## config.mk

```make
export PLATFORM = sky130hd
export DESIGN_NAME = line_hit_nearest_interval_core
export DESIGN_NICKNAME = d
export VERILOG_FILES = /design/src/design/lhni_pkg.sv /design/src/design/lhni_scan.sv /design/src/design/line_hit_nearest_interval_core.sv
export SDC_FILE = /design/constraint.sdc
export NUM_CORES = 1
export LEC_CHECK = 0
export BUFFER_PORTS_ARGS = -buffer_cell sky130_fd_sc_hd__buf_4
export CAP_MARGIN = 20
export CORE_ASPECT_RATIO = 1.1
export CORE_MARGIN = 2
export CORE_UTILIZATION = 40
export CTS_CLUSTER_SIZE = 8
export DETAILED_ROUTE_END_ITERATION = 16
export HOLD_SLACK_MARGIN = 0.05
export PLACE_DENSITY_LB_ADDON = 0.25
export SYNTH_ARGS = -nofsm -noshare
export SYNTH_HDL_FRONTEND = slang
export SYNTH_SLANG_ARGS = --single-unit
```

## constraint.sdc

```tcl
create_clock -name clk -period 7.3 [get_ports clk]
set_input_delay 1.46 -clock clk [delete_from_list [all_inputs] [get_ports clk]]
set_output_delay 1.46 -clock clk [all_outputs]
set_load 0.03 [all_outputs]
```

## src/design/lhni_pkg.sv

```systemverilog
`timescale 1ns / 1ps

package lhni_pkg;

  localparam int ID_W    = 16;
  localparam int COORD_W = 32;
  localparam int SIZE_W  = COORD_W - 1;
  localparam int CFG_W   = 1;

  typedef logic [CFG_W-1:0] cfg_idx_t;

  localparam cfg_idx_t CFG_QUERY_POSITION = 1'd0;
  localparam cfg_idx_t CFG_REVERSED       = 1'd1;

  typedef struct packed {
    logic        [ID_W-1:0]    frame_id;
    logic signed [COORD_W-1:0] span_start;
    logic        [SIZE_W-1:0]  span_size;
    logic                      last_item;
  } in_t;

  typedef struct packed {
    logic [ID_W-1:0] found_id;
    logic            before_first;
    logic            after_last;
  } out_t;

  typedef struct packed {
    logic                      search_done;
    logic                      have_first;
    logic        [ID_W-1:0]    first_id;
    logic                      have_before;
    logic        [ID_W-1:0]    before_id;
    logic signed [COORD_W:0]   before_end;
    logic                      have_after;
    logic        [ID_W-1:0]    after_id;
    logic signed [COORD_W-1:0] after_start;
  } cand_t;

endpackage

```

## src/design/lhni_scan.sv

```systemverilog
`timescale 1ns / 1ps

module lhni_scan (
  input  logic                                clk,
  input  logic                                rst_n,
  input  logic signed [lhni_pkg::COORD_W-1:0] query_position,
  input  logic                                item_fire,
  input  lhni_pkg::in_t                       item,
  output lhni_pkg::cand_t                     cand_nxt
);

  localparam int W = lhni_pkg::COORD_W;

  lhni_pkg::cand_t        cand_r;
  logic signed [W:0]      pos_ext;
  logic signed [W:0]      span_end;
  logic                   start_le;
  logic                   start_lt;
  logic                   end_gt;

  assign pos_ext  = {query_position[W-1], query_position};
  assign span_end = {item.span_start[W-1], item.span_start} + {2'b00, item.span_size};
  assign start_le = item.span_start <= query_position;
  assign start_lt = item.span_start < query_position;
  assign end_gt   = span_end > pos_ext;

  always_comb begin
    cand_nxt = cand_r;
    if (!cand_r.search_done) begin
      if (!cand_r.have_first) begin
        cand_nxt.have_first = 1'b1;
        cand_nxt.first_id   = item.frame_id;
      end
      if (item.span_size != '0) begin
        priority if (start_le && end_gt) begin
          cand_nxt.search_done = 1'b1;
          cand_nxt.have_before = 1'b1;
          cand_nxt.have_after  = 1'b1;
          cand_nxt.before_id   = item.frame_id;
          cand_nxt.after_id    = item.frame_id;
        end else if (start_lt) begin
          if (!cand_r.have_before || span_end > cand_r.before_end) begin
            cand_nxt.have_before = 1'b1;
            cand_nxt.before_id   = item.frame_id;
            cand_nxt.before_end  = span_end;
          end
        end else begin
          if (!cand_r.have_after || item.span_start < cand_r.after_start) begin
            cand_nxt.have_after  = 1'b1;
            cand_nxt.after_id    = item.frame_id;
            cand_nxt.after_start = item.span_start;
          end
        end
      end
    end
  end

  always_ff @(posedge clk) begin
    if (!rst_n) begin
      cand_r <= '0;
    end else if (item_fire) begin
      if (item.last_item) begin
        cand_r <= '0;
      end else begin
        cand_r <= cand_nxt;
      end
    end
  end

`ifndef SYNTH
  a_done_has_both: assert property (@(posedge clk) disable iff (!rst_n)
    cand_r.search_done |-> cand_r.have_before && cand_r.have_after)
    else $error("search done without containing interval recorded");

  a_run_clears: assert property (@(posedge clk) disable iff (!rst_n)
    item_fire && item.last_item |=>
      !cand_r.search_done && !cand_r.have_first && !cand_r.have_before && !cand_r.have_after)
    else $error("run state not cleared after final transaction");
`endif

endmodule

```

## src/design/line_hit_nearest_interval_core.sv

```systemverilog
`timescale 1ns / 1ps
// Channel  Direction  Handshake            Payload
// in_      input      in_valid / in_stall  lhni_pkg::in_t
// out_     output     out_valid/out_stall  lhni_pkg::out_t
// cfg_     input      cfg_valid/cfg_ready  cfg_index, cfg_data
//
// One interval per cycle unless stalled: input register, then scan compares with run state.
// A final interval lands in a snapshot register; the midpoint pick feeds the output register.
// A final interval passes the input, snapshot and output registers before result valid.
// Synchronous active-low reset clears run state and valids; query_position and reversed to 0.
// in_stall rises only when a final interval waits for a full snapshot and output stage.

module line_hit_nearest_interval_core (
  input  logic                             clk,
  input  logic                             rst_n,
  input  logic                             in_valid,
  output logic                             in_stall,
  input  lhni_pkg::in_t                    in_data,
  output logic                             out_valid,
  input  logic                             out_stall,
  output lhni_pkg::out_t                   out_data,
  input  logic                             cfg_valid,
  output logic                             cfg_ready,
  input  lhni_pkg::cfg_idx_t               cfg_index,
  input  logic [lhni_pkg::COORD_W-1:0]     cfg_data
);

  localparam int W = lhni_pkg::COORD_W;

  logic signed [W-1:0]  pos_r;
  logic                 rev_r;

  lhni_pkg::in_t        a_r;
  logic                 a_valid_r;
  logic                 a_fire;
  logic                 in_take;

  lhni_pkg::cand_t      cand_nxt;
  lhni_pkg::cand_t      snap_r;
  logic                 snap_valid_r;
  logic                 b_ready;
  logic                 c_ld;

  lhni_pkg::out_t       out_r;
  lhni_pkg::out_t       out_nxt;
  logic                 out_valid_r;

  logic signed [W+1:0]  pos_x;
  logic signed [W+1:0]  bend_x;
  logic signed [W+1:0]  astart_x;
  logic signed [W+1:0]  delta;
  logic signed [W+1:0]  mid;
  logic                 no_before;
  logic                 no_after;

  assign cfg_ready = 1'b1;

  always_ff @(posedge clk) begin
    if (!rst_n) begin
      pos_r <= '0;
      rev_r <= 1'b0;
    end else if (cfg_valid && cfg_ready) begin
      unique case (cfg_index)
        lhni_pkg::CFG_QUERY_POSITION: pos_r <= cfg_data;
        lhni_pkg::CFG_REVERSED:       rev_r <= cfg_data[0];
        default: ;
      endcase
    end
  end

  assign b_ready  = !snap_valid_r || c_ld;
  assign a_fire   = a_valid_r && (!a_r.last_item || b_ready);
  assign in_stall = a_valid_r && !a_fire;
  assign in_take  = in_valid && !in_stall;
  assign c_ld     = snap_valid_r && (!out_valid_r || !out_stall);

  always_ff @(posedge clk) begin
    if (!rst_n) begin
      a_valid_r <= 1'b0;
    end else if (in_take) begin
      a_valid_r <= 1'b1;
    end else if (a_fire) begin
      a_valid_r <= 1'b0;
    end
  end

  always_ff @(posedge clk) begin
    if (in_take) begin
      a_r <= in_data;
    end
  end

  lhni_scan u_scan (
    .clk            (clk),
    .rst_n          (rst_n),
    .query_position (pos_r),
    .item_fire      (a_fire),
    .item           (a_r),
    .cand_nxt       (cand_nxt)
  );

  always_ff @(posedge clk) begin
    if (!rst_n) begin
      snap_valid_r <= 1'b0;
    end else if (a_fire && a_r.last_item) begin
      snap_valid_r <= 1'b1;
    end else if (c_ld) begin
      snap_valid_r <= 1'b0;
    end
  end

  always_ff @(posedge clk) begin
    if (a_fire && a_r.last_item) begin
      snap_r <= cand_nxt;
    end
  end

  assign pos_x    = {{2{pos_r[W-1]}}, pos_r};
  assign bend_x   = {snap_r.before_end[W], snap_r.before_end};
  assign astart_x = {{2{snap_r.after_start[W-1]}}, snap_r.after_start};
  assign delta    = astart_x - bend_x;
  assign mid      = bend_x + (delta >>> 1);

  always_comb begin
    out_nxt   = '0;
    no_before = 1'b0;
    no_after  = 1'b0;
    priority if (snap_r.search_done) begin
      out_nxt.found_id = snap_r.before_id;
    end else if (!snap_r.have_before && !snap_r.have_after) begin
      out_nxt.found_id = snap_r.first_id;
    end else begin
      no_before = !snap_r.have_before;
      no_after  = !snap_r.have_after;
      priority if (!snap_r.have_before) begin
        out_nxt.found_id = snap_r.after_id;
      end else if (!snap_r.have_after) begin
        out_nxt.found_id = snap_r.before_id;
      end else if (pos_x < mid) begin
        out_nxt.found_id = snap_r.before_id;
      end else begin
        out_nxt.found_id = snap_r.after_id;
      end
    end
    out_nxt.before_first = rev_r ? no_after : no_before;
    out_nxt.after_last   = rev_r ? no_before : no_after;
  end

  always_ff @(posedge clk) begin
    if (!rst_n) begin
      out_valid_r <= 1'b0;
    end else if (c_ld) begin
      out_valid_r <= 1'b1;
    end else if (!out_stall) begin
      out_valid_r <= 1'b0;
    end
  end

  always_ff @(posedge clk) begin
    if (c_ld) begin
      out_r <= out_nxt;
    end
  end

  assign out_valid = out_valid_r;
  assign out_data  = out_r;

`ifndef SYNTH
  a_snap_holds: assert property (@(posedge clk) disable iff (!rst_n)
    snap_valid_r && !c_ld |=> snap_valid_r && $stable(snap_r))
    else $error("pending snapshot lost or changed");

  a_hit_no_flags: assert property (@(posedge clk) disable iff (!rst_n)
    c_ld && snap_r.search_done |=> !out_r.before_first && !out_r.after_last)
    else $error("containing interval reported with edge flags");
`endif

endmodule
```

---- After elaboration in Yosys (flattened, before gate mapping) ----
Cells that the tools add are included.
storage, ports and cells
  register bits after elaboration ......... 367
  input port bits ......................... 118
  output and inout bits ................... 21
operators by class
  add/sub/neg operators ................... 3
  order comparisons ....................... 6
  equality and inequality tests ........... 2
  multiplexer cells ....................... 31
  bitwise operators ....................... 1
  reduce and logical (&&, ||, !) cells .... 28
operators with widths
  kind                  count
  $mux W117             2
  $mux W50              2
  $mux W99              1
  $mux W49              2
  $mux W16              6
  $lt A32 B32 Y1        2
  $add A33 B33 Y34      1
  $lt A32 B34 Y1        1
  $mux W17              2
  $sub A32 B33 Y34      1
  $add A32 B32 Y33      1
  $gt A33 B32 Y1        1
  $gt A33 B33 Y1        1
  $mux W33              1
  $le A32 B32 Y1        1
  $mux W32              1
  $reduce_bool A31 Y1   1
  $mux W1               14
  $logic_not A1 Y1      10
  $logic_and A1 B1 Y1   7
  $reduce_and A2 Y1     3
  $logic_or A1 B1 Y1    5
  $reduce_bool A2 Y1    2
  $ne A2 B1 Y1 const B  1
  other kinds (2)       2

---- Logic depth before layout (Yosys ltp) ----
  depth in word-level cells ............... 11
  gate-level depth with buffers ........... 32

---- By module ----
A second synthesis with hierarchy kept.
unflattened totals
  cell total of the unflattened synthesis .. 2349
  area, all modules ....................... 23267.3 um^2
modules (own cells, without submodules)
  module                          instances  cells an instance  area each (um^2)  seq. area each (um^2)
  line_hit_nearest_interval_core  1          991                12273.0           7146.9
  lhni_scan                       1          1358               10994.3           2342.2

---- Worst setup path before layout ----
No wires, ideal clock.
  kind .................................... register to register
  start ................................... register snap_r, in the netlist bend_x[8]
  end ..................................... register out_r, in the netlist out_data[10] (data pin)
  data arrival time ....................... 6.862 ns
  data required time ...................... 7.170 ns
  path slack .............................. 0.308 ns
  stages on the path, launching flop included .. 32
  path buffers ............................ 1
  clock period less this slack ............ 6.992 ns
  cell sequence ........................... edfxtp_1 > inv_1 > ha_1 > a2111oi_0 > a21boi_0 > a21boi_0 > o21a_1 > o21ai_0 > a21o_1 > a21oi_1 > o2bb2ai_1 > xnor2_1 > ha_1 > and3_1 > a21oi_1 > o21ai_0 > o41a_1 > a221oi_1 > o21ai_1 > o41a_1 > o311a_1 > ha_1 > nand4_1 > or2_2 > nor3_1 > a21o_1 > nor4_1 > o21ai_0 > o311ai_0 > a21oi_1 > clkbuf_1 > o221a_2
RTL lines
  item                    line                                   source
  start, declared         line_hit_nearest_interval_core.sv:39   lhni_pkg::cand_t snap_r;
  start signal, assigned  line_hit_nearest_interval_core.sv:114  snap_r <= cand_nxt;
  end signal, assigned    line_hit_nearest_interval_core.sv:161  out_r <= out_nxt;
  end, declared           line_hit_nearest_interval_core.sv:44   lhni_pkg::out_t out_r;

==> results by group <==
Floorplanning
  – Row count: 90
  – Core area: 54600 um2
  – Chip width: 228 um
  – Die H: 250 um
  – # IOs: 139
  – Full die area: 56900 um2
  – Initial core utilization: 0.403

Flow run
  – Max_cap viols: 0

Global routing
  – Largest net degree at the start of global routing: 67
  – GRT Total Usage: 0.219
  – Antenna violations before repair: 0
  – Vias in the first global route: 17000
  – First-pass GRT wire length: 95.8 mm
  – Total gr overflow: 0

Cells and area
  – Register Area: 9490 um2
  – Share of layout cells above drive strength 1: 0.178
  – Most frequent cells in the layout: 257 x ha_1, 220 x buf_4, 214 x edfxtp_1, 194 x nand2_1, 162 x inv_1
  – Area grow syn2layout: 19.9%
  – Footprint of the multi-input gates: 12000 um2
  – # diodes: 0
  – FILL cells: 5042
  – Fin nets: 2724
  – Commonest non-fill, non-tap cell in the layout: ha_1

Route
  – Via count: 17100
  – DRC errors left: 0
  – Initial DRC count: 973
  – Avg Vias per Cell: 5.47
  – Wire length per cell: 20.0 um
  – First drt pass iteration count: 5
  – ANT nets after route: 0
  – Wirelength, routed: 62.5 mm

STA
  – Period Utilization, post-route: 0.979
  – Clock skew: 0.0249 ns
  – Final setup viols: 0
  – Crit path time final: 7.15 ns
  – Setup TNS: 0 ns
  – Final hold vios: 0
  – Worst slew pin tran: 1.04 ns
  – FMAX: 140 MHz
  – Unrepaired setup endpoints after global routing: true
  – Slew HR: 0.309
  – Max-slew violation count: 0

Synth
  – Syn nets: 2497
  – Mapped Avg Cell Area: 10.4 um2
  – FF+latch count, synth: 367
  – Mapped Area: 22000 um2
  – Post-synth EDFFs: 214
  – Main flop type after synthesis: edfxtp_1
  – Post-synthesis instance total: 2115
  – Syn. warnings: 0
  – Post-synth cell types: 80
  – Post-synthesis compound-gate area fraction: 0.193
  – Proportion of synthesized area in mux cells: 0.0347
  – Async SR Flop Fraction: 0
  – Post-synthesis xor/xnor area fraction: 0.0342
  – Post-Synth Adder-Cell Area: 0.151
  – Largest family of logic cells by synthesized area: compound AO/OA/AOI/OAI gates
  – Synth Area in Simple Gates: 0.116
  – Post-synthesis sequential area ratio: 0.431

Worst setup path
  – Crit path capture type: register
  – Worst EP arrival: 7.49 ns
  – WP buf/inv: 5
  – CP delay by family, top: compound AO/OA/AOI/OAI gates
  – CP Class: register to register
  – Max incr delay on CP: 0.41 ns
  – Most used cell, CP: buf_4
  – Worst Path Required: 7.65 ns
  – Startpoint types: register
  – Critical path's slowest cell: o41a_1
  – Worst-path maximum fanout: 8

Power and ir drop
  – Maximum VDD drop: 0.195 mV
  – Leakage: 10.7 nW
  – Pwr Total: 6.85 mW
  – Pwr per Cell Area: 260 nW/um2

CTS
  – H-tree levels: 2
  – Clk root buf: clkbuf_16
  – Clock transition at the registers of the reported paths: 0.05 ns
  – Clk Latency, worst-skew pair: 0.60 ns
  – CTS Sinks: 367
  – Num CTS Buffers: 52
  – CTS tree: done
  – CTS max path bufs: 3
  – Hold buffer count at cts: 0

Outcome
  – Status: complete, no violations

Min path
  – Hold WC Path Type: register to register

Placement
  – # port buffers: 137
  – Routability congestion estimate from global placement: 0.932
  – Post-DP HPWL: 47.8 mm
==> logic make-up (layout without fill, tap and decap cells) <==
logic type,count (synthesis),after routing
DFF,367,367
and+or+nand+nor,510,510
buffers and inverters,221,491
muxes,67,67
other,1,1
AOI/OAI and AO/OA,599,599
xor gates and xnor gates,86,86
adders and majority gates,264,264
==> worst reg2reg max path: cells and delay by family (launching register included) <==
family                   cells  cell delay (ns)
AO/OA/AOI/OAI               20             4.36
XOR/XNOR                     1             0.09
adder cells (fa/ha/maj)      3             0.70
buffers and inverters        5             0.69
flip-flops                   1             0.34
AND/OR/NAND/NOR              5             0.74
==> cells in the mapped netlist, types with 31 or more instances <==
cell,n,share of area
edfxtp_1,214,0.29
xor2_1,33,0.013
a21o_1,68,0.023
a21oi_1,116,0.026
o21ai_0,104,0.024
nand4_1,35,0.010
nor2_1,72,0.012
nand2b_1,37,0.011
nand2_1,194,0.033
dfxtp_1,153,0.14
clkbuf_1,31,0.0053
inv_1,164,0.028
a22o_1,97,0.039
a21boi_0,56,0.019
mux2_2,64,0.033
ha_1,261,0.15
nand3_1,37,0.0084
xnor2_1,53,0.021
==> through the flow <==
stage	cell area (um2)	worst slack [ns]	instances	hold slack (ns)	utilization
after global placement	24400	-0.263	3016	0.447	0.448
after CTS	26100	0.00147	3113	0.461	0.477
after floorplan	22000	0.308	2115	0.437	-
after global routing	26400	-0.152	3121	0.477	0.483
final	26400	0.153	3121	0.458	0.483
after detailed placement	24400	-0.391	3016	0.453	0.448
==> state kept, by name (all words and copies together) (netlist names) <==
signal / flops
u_scan.cand_r: 117
bend_x: 33
snap_valid_r: 1
out_valid: 1
pos_r: 32
astart_x: 32
out_data: 18
rev_r: 1
a_valid_r: 1
snap_r: 51
a_r: 80
==> what timing repair did <==
item / CTS / global route
buffers inserted: 0 / 4
gates resized for setup: 19 / 40
gates cloned: 0 / 2
pin swaps: 6 / 28
endpoints found under the setup margin: 16 / 16
==> metal layers <==
layer  track usage  share of wire
met4        0.0796          0.034
met1         0.284           0.44
met2         0.371           0.48
met5             0              0
met3        0.0280          0.042
==> final timing paths <==
| path | from | endpoint | slack, ns | cells after the start |
|---|---|---|---|---|
| hold reg to reg | u_scan.cand_r[100] | u_scan.cand_r[100] | 0.46 | 2 |
| hold / removal | u_scan.cand_r[100] | u_scan.cand_r[100] | 0.46 | 2 |
| setup / recovery | bend_x[7] | out_data[16] | 0.15 | 34 |
| setup reg to reg | bend_x[7] | out_data[16] | 0.15 | 34 |
==> power breakdown <==
part / total (mW) / internal, mW / switching (mW)
registers: 2.43 / 2.34 / 0.0941
logic: 2.14 / 0.939 / 1.20
clock network: 2.28 / 1.36 / 0.922
total: 6.85 / 4.64 / 2.21
==> cell type report <==
cell class              instances  share of cell area
repair buffers                230              0.0696
inverters                     164              0.0234
clock inverters                 3             0.00209
multi-input cells            1527               0.454
well taps                     736              0.0349
clock buffers                  94              0.0561
flip-flops and latches        367               0.360
Power figures use the tool's default switching activity.
